===== config.mk =====
export PLATFORM = sky130hd
export DESIGN_NAME = psrm_ctrl
export DESIGN_NICKNAME = d
export VERILOG_FILES = /design/src/rtl/psrm_pkg.sv /design/src/rtl/psrm_ctrl.sv
export SDC_FILE = /design/constraint.sdc
export NUM_CORES = 1
export LEC_CHECK = 0
export ABC_AREA = 1
export BUFFER_PORTS_ARGS = -buffer_cell sky130_fd_sc_hd__buf_2
export CAP_MARGIN = 20
export CORE_AREA = 2 2 39 41
export CTS_BUF_LIST = sky130_fd_sc_hd__clkbuf_8
export DETAILED_ROUTE_END_ITERATION = 10
export DIE_AREA = 0 0 41 43
export PLACE_DENSITY = 0.43
export RECOVER_POWER = 100
export SLEW_MARGIN = 20
export SYNTH_ARGS = -nofsm -noshare
export SYNTH_HDL_FRONTEND = slang
export SYNTH_SLANG_ARGS = --single-unit

===== constraint.sdc =====
create_clock -name clk -period 2.84 [get_ports clk]
set_clock_uncertainty 0.15 [all_clocks]
set_input_delay 0.426 -clock clk [delete_from_list [all_inputs] [get_ports clk]]
set_output_delay 0.426 -clock clk [all_outputs]
set_load 0.02 [all_outputs]

===== src/rtl/psrm_pkg.sv =====
`default_nettype none
package psrm_pkg;

	localparam logic [15:0] IPV4_TYPE = 16'h0800;

	localparam logic [1:0] CFG_WINDOW  = 2'd0;
	localparam logic [1:0] CFG_IDLE    = 2'd1;
	localparam logic [1:0] CFG_RECYCLE = 2'd2;
	// no register at this index
	localparam logic [1:0] CFG_NONE    = 2'd3;

	typedef struct packed {
		logic [15:0] frame_type;
		logic [31:0] src_addr;
		logic [15:0] frame_len;
		logic [31:0] now_seconds;
	} in_word_t;

	typedef struct packed {
		logic        rate_valid;
		logic [31:0] rate_bytes;
		logic [11:0] rate_scaled;
		logic        rate_in_mib;
		logic        table_full_drop;
		logic        frame_ignored;
	} out_word_t;

	typedef enum logic [2:0] {
		ST_IDLE,
		ST_SEARCH,
		ST_UPDATE,
		ST_SWEEP,
		ST_DONE
	} state_t;

	// controller -> datapath
	typedef struct packed {
		logic load;
		logic scan_clear;
		logic scan_step;
		logic update;
		logic sweep_step;
		logic sweep_end;
		logic emit;
	} dp_cmd_t;

	// datapath -> controller
	typedef struct packed {
		logic ignored;
		logic scan_last;
		logic hit;
		logic report;
		logic sweep_due;
	} dp_stat_t;

endpackage
`default_nettype wire


===== src/rtl/psrm_ctrl.sv =====
`default_nettype none
module psrm_ctrl (
	input  wire                       clk,
	input  wire                       arst_n,
	input  wire                       start,
	output logic                      busy,
	output psrm_pkg::dp_cmd_t         cmd,
	input  wire psrm_pkg::dp_stat_t   stat
);

	psrm_pkg::state_t state_q, state_d;

	always_ff @(posedge clk or negedge arst_n) begin
		if (!arst_n) state_q <= psrm_pkg::ST_IDLE;
		else state_q <= state_d;
	end

	always_comb begin
		state_d = state_q;
		cmd = '0;
		busy = 1'b1;
		unique case (state_q)
			psrm_pkg::ST_IDLE: begin
				busy = 1'b0;
				if (start) begin
					cmd.load = 1'b1;
					cmd.scan_clear = 1'b1;
					state_d = psrm_pkg::ST_SEARCH;
				end
			end
			psrm_pkg::ST_SEARCH: begin
				if (stat.ignored) begin
					state_d = psrm_pkg::ST_DONE;
				end else begin
					cmd.scan_step = 1'b1;
					if (stat.scan_last) state_d = psrm_pkg::ST_UPDATE;
				end
			end
			psrm_pkg::ST_UPDATE: begin
				cmd.update = 1'b1;
				cmd.scan_clear = 1'b1;
				if (stat.hit && stat.report && stat.sweep_due) state_d = psrm_pkg::ST_SWEEP;
				else state_d = psrm_pkg::ST_DONE;
			end
			psrm_pkg::ST_SWEEP: begin
				cmd.sweep_step = 1'b1;
				if (stat.scan_last) begin
					cmd.sweep_end = 1'b1;
					state_d = psrm_pkg::ST_DONE;
				end
			end
			psrm_pkg::ST_DONE: begin
				cmd.emit = 1'b1;
				state_d = psrm_pkg::ST_IDLE;
			end
			default: state_d = psrm_pkg::ST_IDLE;
		endcase
	end

endmodule
`default_nettype wire


======== After elaboration in Yosys (flattened, before gate mapping) ========
Index checks and enable logic that the tools add are counted.
word-level totals
  register bits after elaboration ......... 3
  word-level logic and storage cells ...... 28
  output and inout bits ................... 8
  input bits .............................. 8
cells by class
  reductions and logical operators ........ 4
  equality and inequality tests ........... 7
  muxes and demuxes ....................... 16
operator list
  kind                                                                   number
  3-bit 2-to-1 mux                                                       5
  3-bit case mux with 4 select lines                                     1
  1-bit 2-to-1 mux                                                       7
  3-bit by 2-bit equality test with 1-bit output, second input constant  2
  2-bit 2-to-1 mux                                                       2
  2-bit inequality test, second input constant                           2
  3-bit by 1-bit equality test with 1-bit output, second input constant  1
  3-bit equality test, second input constant                             1
  3-bit logical NOT                                                      1
  3-bit inequality test, second input constant                           1
  3-bit AND reduction                                                    1
  1-bit logical AND                                                      2
  1-bit case mux with 2 select lines                                     1

======== Logic depth before layout (Yosys ltp) ========
Gate-level depths: netlist (run 1).
  depth after elaboration ................. 4
  depth in mapped cells ................... 7
  mapped depth without buffers ............ 7

======== Least setup slack after synthesis (run 1) ========
Ideal clock, no wire load.
  path kind ............................... reg2out
  start point ............................. register state_q[1]
  end point ............................... output port cmd[5] (netlist bit)
  path slack .............................. 1162 ps
  arrival time ............................ 1102 ps
  stages on the path, launching flop included .. 6
  cell sequence ........................... dfrtp_1 inv_2 nand2_2 nor2_2 inv_2 o21ai_1
RTL lines
  what                    RTL line         text
  start, declared         psrm_ctrl.sv:11  psrm_pkg::state_t state_q, state_d;
  start signal, assigned  psrm_ctrl.sv:14  if (!arst_n) state_q <= psrm_pkg::ST_IDLE;
  start signal, assigned  psrm_ctrl.sv:15  else state_q <= state_d;
  end, declared           psrm_ctrl.sv:7   output psrm_pkg::dp_cmd_t cmd,

==> results of run 1 <==
## where the power goes
part           internal, mW  total (mW)  switching (mW)
Combinational        0.0726       0.251           0.178
Sequential           0.0638      0.0830          0.0192
Clock                0.0920       0.120          0.0281
Total                 0.228       0.454           0.226
## repair_timing
action	4_1_cts	5_1_grt
resized for setup	0	0
endpoints found under the hold margin	3	0
hold buffers	1	0
## final cells by class
cell class / instances / area, sq um / area share [%]
Sequential cell: 3 / 75.1 / 19.9
Clock inverter: 1 / 3.75 / 0.993
Tap cell: 16 / 20.0 / 5.30
Timing Repair Buffer: 16 / 75.1 / 19.9
Clock buffer: 3 / 41.3 / 10.9
Inverter: 10 / 37.5 / 9.93
Multi-Input combinational cell: 27 / 125 / 33.1
## Yosys cell counts
master / count / share of area, %
nand3_1: 4 / 8.2
inv_2: 4 / 6.1
o211ai_1: 1 / 3.1
nor3_1: 1 / 2.0
nor2_1: 6 / 9.2
nor2_2: 3 / 7.7
a21oi_1: 1 / 2.0
nand2_1: 6 / 9.2
dfrtp_1: 3 / 31
inv_1: 6 / 9.2
o21ai_1: 1 / 2.0
nand2_2: 3 / 7.7
a22oi_1: 1 / 3.1
## stage by stage
stage | util, % | cell area (sq um) | std cells | hold WS [ns] | worst slack, ns
floorplan | - | 245 | 40 | -0.0196 | 1.16
CTS | 28.6 | 395 | 76 | 0.345 | 0.993
global route | 27.3 | 378 | 76 | 0.390 | 0.735
detailed placement | 24.6 | 340 | 71 | 0.0761 | 1.23
finish | 27.3 | 378 | 76 | 0.343 | 0.828
global placement | 24.6 | 340 | 71 | 0.0751 | 1.23
## critical path: cells and delay by family (launching register included)
family                 cells  cell delay [ns]
AOI/OAI and AO/OA          1             0.12
and+or+nand+nor            2             0.29
DFF                        1             0.40
buffers and inverters      3             0.41
## metal layers
metal,track usage [%],wire (um)
met1,9.74,304
met2,11.3,287
met3,3.14,34
met4,6.00,0
met5,0,0
## final timing paths
| check | from | endpoint | slack [ns] |
|---|---|---|---|
| min in group asynchronous | arst_n | state_q[2] | 0.40 |
| worst min register to register | state_q[0] | state_q[1] | 0.52 |
| max in group asynchronous | arst_n | state_q[1] | 1.98 |
| worst min-delay path | stat[3] | state_q[1] | 0.34 |
| worst max register to register | state_q[1] | state_q[1] | 1.56 |
| worst max-delay path | state_q[1] | cmd[5] | 0.83 |
## cells by family (layout without fill, tap and decap cells)
family                 Yosys count  after routing  share of synthesized area (%)
flip-flops                       3              3                           30.6
AND/OR/NAND/NOR                 23             23                           43.9
AO/OA/AOI/OAI                    4              4                           10.2
buffers and inverters           10             30                           15.3
==> metrics, run 1 <==
routed via count=292; endpoint type of the worst setup path=output port; initial antenna violation count=0; max cap viols=0; Slew @ Worst Pin=0.294 ns; Post-CTS Setup Inserts=0; H-tree levels=1; synth warn=0; first-pass GRT wire length=938 um; CTS buffer count=3; synthesized net count=48; Fin. Hold Viols=0; crit path kind=flop to output port; Port-buffer cells=15; worst-path fanout max=4; n_diodes=0; WP data required=2.26 ns; drt pass-1 iters=3; gpl congestion=0.700; Worst Hold Depth=4; Final ANT Viol Nets=0; Starting DRT DRC Count=7; WL final=626 um; commonest non-fill, non-tap cells in the layout=8 x nor2_1, 8 x inv_1, 8 x clkbuf_1, 7 x nand2_1, 7 x buf_2; Startpoint Class=flop; Largest regs=state_q: 3 flops; post-route setup TNS=0 ns; CTS Sinks=3; worst rel slew slack=80.3%; fraction of the yosys area taken by sequential cells=30.6%; Routed WL per cell=8.24 um; NumNets Final=69; Die ar.=1760 sq um; period utilisation layout=70.9%; CORE AREA=1380 sq um; Final Total Pwr=454 uW; chip height=43 um; Largest Register=state_q; initial core utilization=17.7%; Avg Cell Area, Syn=6.13 sq um; clk slew on worst S/H paths=0.03 ns; Remaining DRCs=0; outcome=completed; power per cell area=1200 nW/um^2; Rows=14; Post-Syn Instances=40; CP arrival=1.44 ns; CP Cell Sequence=inv_1 -> nand2_1 -> nor2_1 -> inv_2 -> o21ai_1 -> clkbuf_1; worst vdd ir=0.000370 V; number of global-route vias before repair=260; largest net degree at the start of global routing=6; Final Max Slew Viols=0; Reg2Reg Depth=6; RSZ-0062 raised after global routing=false; GRT Overall Usage=8.16%; Yosys cell types=13; synthesized area=245 sq um; I/O pins=16; DP Wirelength=512 um; filler instances=158; total gr overflow=0; Slowest-stage cell, CP=dfrtp_1; Period minus WS final=2.01 ns; Layout area overhead=54.1%; fraction of layout cells with a size suffix above 1=26.7%; f_max=497 MHz; clk_lat worst skew=0.21 ns; Seq cells post-synth=3; Leak=0.220 nW; Setup-failing EPs final=0; Vias/cell=3.84; maximum buffer depth of the clock tree=2; worst hold path type=input pin to flop; die extent in x=41 um; TritonCTS clock tree=done; Largest register FFs=3; slowest cell delay on critical path=0.40 ns; root buffer cell=clkbuf_8
Note: power is estimated with default switching activity, not from simulation.
==> run 2, diff against run 1 <==
Settings changed: PLACE_DENSITY 0.43 to 0.45.
Clock period 2.84 ns to 1.7 ns, I/O delays scaled along.
==> run 2 against run 1 <==
Sequential power is 76% higher. Register-to-register slack worse by 1.1 ns. Total power is 79% higher. Highest routed layer unchanged. First-iteration DRC count is 43% lower. Global-route usage is 0.30 points higher. Count of clock-buffer cells in the layout stayed put. Combinational power is 86% higher. Non-clock buffer count stayed put. Worst setup slack worse by 0.76 ns. Sequential share of layout area is 0.94 points lower. Die area stayed put. Critical path depth stayed put.
==> metrics, run 2 (same netlist as run 1, synthesis figures left out) <==
outcome=completed; Final Total Pwr=812 uW (+79%); period utilisation layout=96.1%; WP data required=1.29 ns (-0.97 ns); Vias/cell=3.99 (+3.8%); CTS buffer count=3 (unchanged); max cap viols=0 (unchanged); NumNets Final=69 (unchanged); WL final=605 um (-3.4%); GRT Overall Usage=8.46% (+0.30 points); number of global-route vias before repair=273 (+5.0%); TritonCTS clock tree=done; f_max=612 MHz; DP Wirelength=495 um (-3.4%); routed via count=303 (+3.8%); Layout area overhead=61.7%; dpl cell area=340 sq um (unchanged); worst vdd ir=0.000546 V (+48%); Largest register FFs=3 (unchanged); gpl congestion=0.719 (+2.8%); die extent in x=41 um (unchanged); pre-CTS WS=0.260 ns (-0.968 ns); n_diodes=0 (unchanged); clk_lat worst skew=0.21 ns (about the same); filler instances=158 (unchanged); initial antenna violation count=0 (unchanged); Starting DRT DRC Count=4 (-3); crit path kind=flop to output port; Port-buffer cells=15 (unchanged); Slew @ Worst Pin=0.268 ns (-0.0259 ns); maximum buffer depth of the clock tree=2 (unchanged); fin area=397 sq um (+5.0%); Largest Register=state_q; CORE AREA=1380 sq um (unchanged); initial core utilization=17.7% (unchanged); Period minus WS final=1.63 ns; Final ANT Viol Nets=0 (unchanged); hold_ws=0.191 ns (-0.152 ns); I/O pins=16 (unchanged); Largest regs=state_q: 3 flops; post-route setup TNS=0 ns (unchanged); Remaining DRCs=0 (unchanged); most common library cell in the layout ignoring fill and taps=buf_2; drt pass-1 iters=4 (+1); Routed WL per cell=7.96 um (-3.4%); Leak=0.240 nW (+9.1%); CP arrival=1.23 ns (-0.21 ns); Cells after DPL=71 (unchanged); root buffer cell=clkbuf_8; total gr overflow=0 (unchanged); endpoint type of the worst setup path=output port; clk slew on worst S/H paths=0.03 ns (about the same); Finished Core Util=28.7% (+1.4 points); power per cell area=2050 nW/um^2 (+70%); worst rel slew slack=82.0% (+1.7 points); worst-path fanout max=4 (unchanged); Final Max Slew Viols=0 (unchanged); final setup margin=0.0663 ns (-0.761 ns); first-pass GRT wire length=986 um (+5.1%); worst hold path type=input pin to flop; Startpoint Class=flop; fraction of layout cells with a size suffix above 1=40.0% (+13 points); Non-Filler Instances=76 (unchanged); commonest non-fill, non-tap cells in the layout=11 x buf_2, 7 x nor2_1, 7 x inv_1, 6 x nand2_1; chip height=43 um (unchanged); Die ar.=1760 sq um (unchanged); largest net degree at the start of global routing=6 (unchanged); H-tree levels=1 (unchanged); Setup-failing EPs final=0 (unchanged); Fin. Hold Viols=0 (unchanged); Rows=14 (unchanged); CTS Sinks=3 (unchanged)
==> run 2: timing repair <==
item / 4_1_cts / 5_1_grt
setup buffers: 0 / 0
hold buffers: 1 / 0
setup endpoints to repair: 0 / 2
hold endpoints to repair: 3 / 0
gates resized for setup: 0 / 2
==> run 2: report_power, final <==
group          internal (mW)  switching [mW]  leakage [nW]
Combinational          0.160           0.309         0.174
Clock                  0.153          0.0441        0.0269
Sequential             0.107          0.0391        0.0390
Total                  0.420           0.392         0.240
==> run 2: layer usage <==
layer  vias to the layer above  wire length, um  global-route usage [%]
met3                         0               41                    6.28
met2                         8              297                    12.8
li1                        162                -                       -
met1                       133              267                    9.09
met4                         0                0                    2.00
met5                         -                0                       0
==> run 2: final cells by class <==
| class | instances | area [sq um] | area share, % |
|---|---|---|---|
| inverters | 10 | 37.5 | 9.46 |
| multi-input cells | 27 | 135 | 34.1 |
| flip-flops and latches | 3 | 75.1 | 18.9 |
| well taps | 16 | 20.0 | 5.05 |
| clock inverters | 1 | 3.75 | 0.946 |
| repair buffers | 16 | 83.8 | 21.1 |
| clock buffers | 3 | 41.3 | 10.4 |
==> run 2: worst paths after layout <==
path	slack, ns	cells past startpoint	start	to
max	0.07	6	state_q[1]	cmd[5]
min	0.19	4	stat[3]	state_q[1]
max reg2reg	0.49	4	state_q[2]	state_q[1]
min reg2reg	0.51	5	state_q[0]	state_q[1]
max in group asynchronous	1.00	2	arst_n	state_q[0]
min in group asynchronous	0.24	2	arst_n	state_q[1]
==> run 2: critical path, stage by stage (launching register included) <==
cell and delay, ns:
dfrtp_1 0.41, inv_2 0.09, nand2_2 0.07, nor2_4 0.11, inv_2 0.05, o21ai_1 0.12, buf_4 0.16
==> run 3, diff against run 2 <==
Clock period 1.7 ns to 1.35 ns, I/O delays scaled along.
==> run 3 against run 2 <==
The flow now finishes with violations (negative setup slack). Total power grew 92%. Count of clock-buffer cells in the layout unchanged. Flip-flop and latch count stayed put. Die area unchanged. Register-to-register slack got worse by 0.49 ns. Via count up 13%. Non-clock buffer count rose by 10. Final area grew 45%. Hold slack worse by 0.041 ns. Critical path type unchanged. Largest power group unchanged.
==> metrics, run 3 (same netlist as run 1, synthesis figures left out) <==
Largest register FFs=3 (unchanged); worst rel slew slack=80.3% (-1.7 points); Final Total Pwr=1.56 mW (+92%); worst hold path type=input pin to flop; initial core utilization=17.7% (unchanged); DP Wirelength=581 um (+17%); CTS buffer count=3 (unchanged); Startpoint Class=flop; crit path kind=flop to output port; f_max=667 MHz; initial antenna violation count=0 (unchanged); WP data required=1.00 ns (-0.29 ns); crit path from=state_q[1]; failing checks=negative setup slack; Leak=0.312 nW (+30%); clk slew on worst S/H paths=0.03 ns (about the same); power per cell area=2720 nW/um^2 (+33%); largest net degree at the start of global routing=4 (-2); Layout area overhead=134%; fraction of layout cells with a size suffix above 1=64.3% (+24 points); R2R setup slack=0 ns (-0.49 ns); NumNets Final=79 (+14%); die extent in x=41 um (unchanged); area of the multi-input gates=194 sq um (+44%); r2r endpoint=state_q[1]; CORE AREA=1380 sq um (unchanged); worst-path fanout max=3 (-1); period utilisation layout=111%; max cap viols=0 (unchanged); TritonCTS clock tree=done; root buffer cell=clkbuf_8; endpoint type of the worst setup path=output port; Port-buffer cells=15 (unchanged); Largest regs=state_q: 3 flops; WL final=827 um (+37%); number of global-route vias before repair=329 (+21%); routed via count=343 (+13%); n_diodes=0 (unchanged); Fin. Hold Viols=0 (unchanged); Reg-to-Reg Start=state_q[2]; Vias/cell=3.99 (about the same); Slew @ Worst Pin=0.294 ns (+0.0252 ns); hold_ws=0.150 ns (-0.0407 ns); Final ANT Viol Nets=0 (unchanged); Largest Register=state_q; Remaining DRCs=0 (unchanged); chip height=43 um (unchanged); I/O pins=16 (unchanged); Reg2Reg Depth=8 (+4); Die ar.=1760 sq um (unchanged); GRT Overall Usage=10.4% (+1.9 points); outcome=finished with violations; filler instances=149 (-5.7%); Critical Path Sink=cmd[5]; Final Max Slew Viols=0 (unchanged); maximum buffer depth of the clock tree=2 (unchanged); Routed WL per cell=9.62 um (+21%); post-route setup TNS=-0.933 ns (-0.933 ns); final setup margin=-0.150 ns (-0.216 ns); gpl congestion=0.700 (-2.7%); most common library cell in the layout ignoring fill and taps=buf_4; FF/Latch Area=76.3 sq um (+1.7%); Period minus WS final=1.50 ns; clk_lat worst skew=0.21 ns (about the same); Rows=14 (unchanged); H-tree levels=1 (unchanged); CP arrival=1.15 ns (-0.08 ns); first-pass GRT wire length=1.21 mm (+22%); RSZ-0062 raised after global routing=true; Starting DRT DRC Count=1 (-3); worst vdd ir=0.00106 V (+93%); Setup-failing EPs final=8 (+8); CTS Sinks=3 (unchanged); drt pass-1 iters=2 (-2); commonest non-fill, non-tap cells in the layout=12 x buf_4, 7 x inv_1, 6 x nand2_1, 6 x buf_2, 6 x buf_6; total gr overflow=0 (unchanged)
==> run 3: worst max-delay path: stages, from the launching register on <==
cell and delay [ns]:
dfrtp_1 0.38, inv_2 0.09, nand2_4 0.06, nor2_4 0.09, inv_2 0.06, o21ai_2 0.12, buf_6 0.13
==> run 3: worst min path at each step <==
stage / startpoint / to / slack [ns] / cells after the start
2_1_floorplan: arst_n / state_q[0] / -0.24 / 0
3_5_place_dp: arst_n / state_q[2] / -0.15 / 1
3_3_place_gp: arst_n / state_q[2] / -0.15 / 1
6_report: stat[3] / state_q[1] / 0.15 / 4
4_1_cts: arst_n / state_q[1] / 0.15 / 2
5_1_grt: stat[3] / state_q[1] / 0.18 / 4
==> run 3: area by class of cell <==
type / count / area share [%]
inverter: 10 / 6.54
sequential: 3 / 13.3
multi-input combinational: 27 / 33.8
tap: 16 / 3.49
timing repair buffer: 26 / 35.1
clock buffer: 3 / 7.19
clock inverter: 1 / 0.654
==> run 3: through the flow <==
| step | std cells | utilization [%] | setup slack (ns) | instance area (sq um) |
|---|---|---|---|---|
| global route | 86 | 41.5 | -0.219 | 574 |
| detailed placement | 76 | 27.8 | -0.00894 | 384 |
| floorplan | 40 | - | -0.00921 | 251 |
| finish | 86 | 41.5 | -0.150 | 574 |
| global placement | 76 | 27.8 | 0.0172 | 384 |
| CTS | 85 | 38.4 | -0.180 | 532 |
==> run 3: power breakdown <==
part / internal (mW) / switching [mW] / total [mW]
clock network: 0.193 / 0.0563 / 0.250
logic: 0.545 / 0.578 / 1.12
registers: 0.137 / 0.0516 / 0.189
total: 0.876 / 0.685 / 1.56
==> run 3: routing by layer <==
layer / share of wire (%) / global-route usage, % / vias to the layer above
met5: 0 / 0 / -
met4: 0 / 8.00 / 0
met3: 2.2 / 1.57 / 0
met2: 59 / 14.7 / 5
met1: 39 / 13.3 / 156
li1: - / - / 182
==> run 3: what timing repair did <==
action,CTS,global route
hold endpoints to repair,3,0
gates cloned,0,0
resized for setup,18,9
endpoints found under the setup margin,7,10
setup buffers,4,1
hold buffers,1,0
pin swaps,3,1
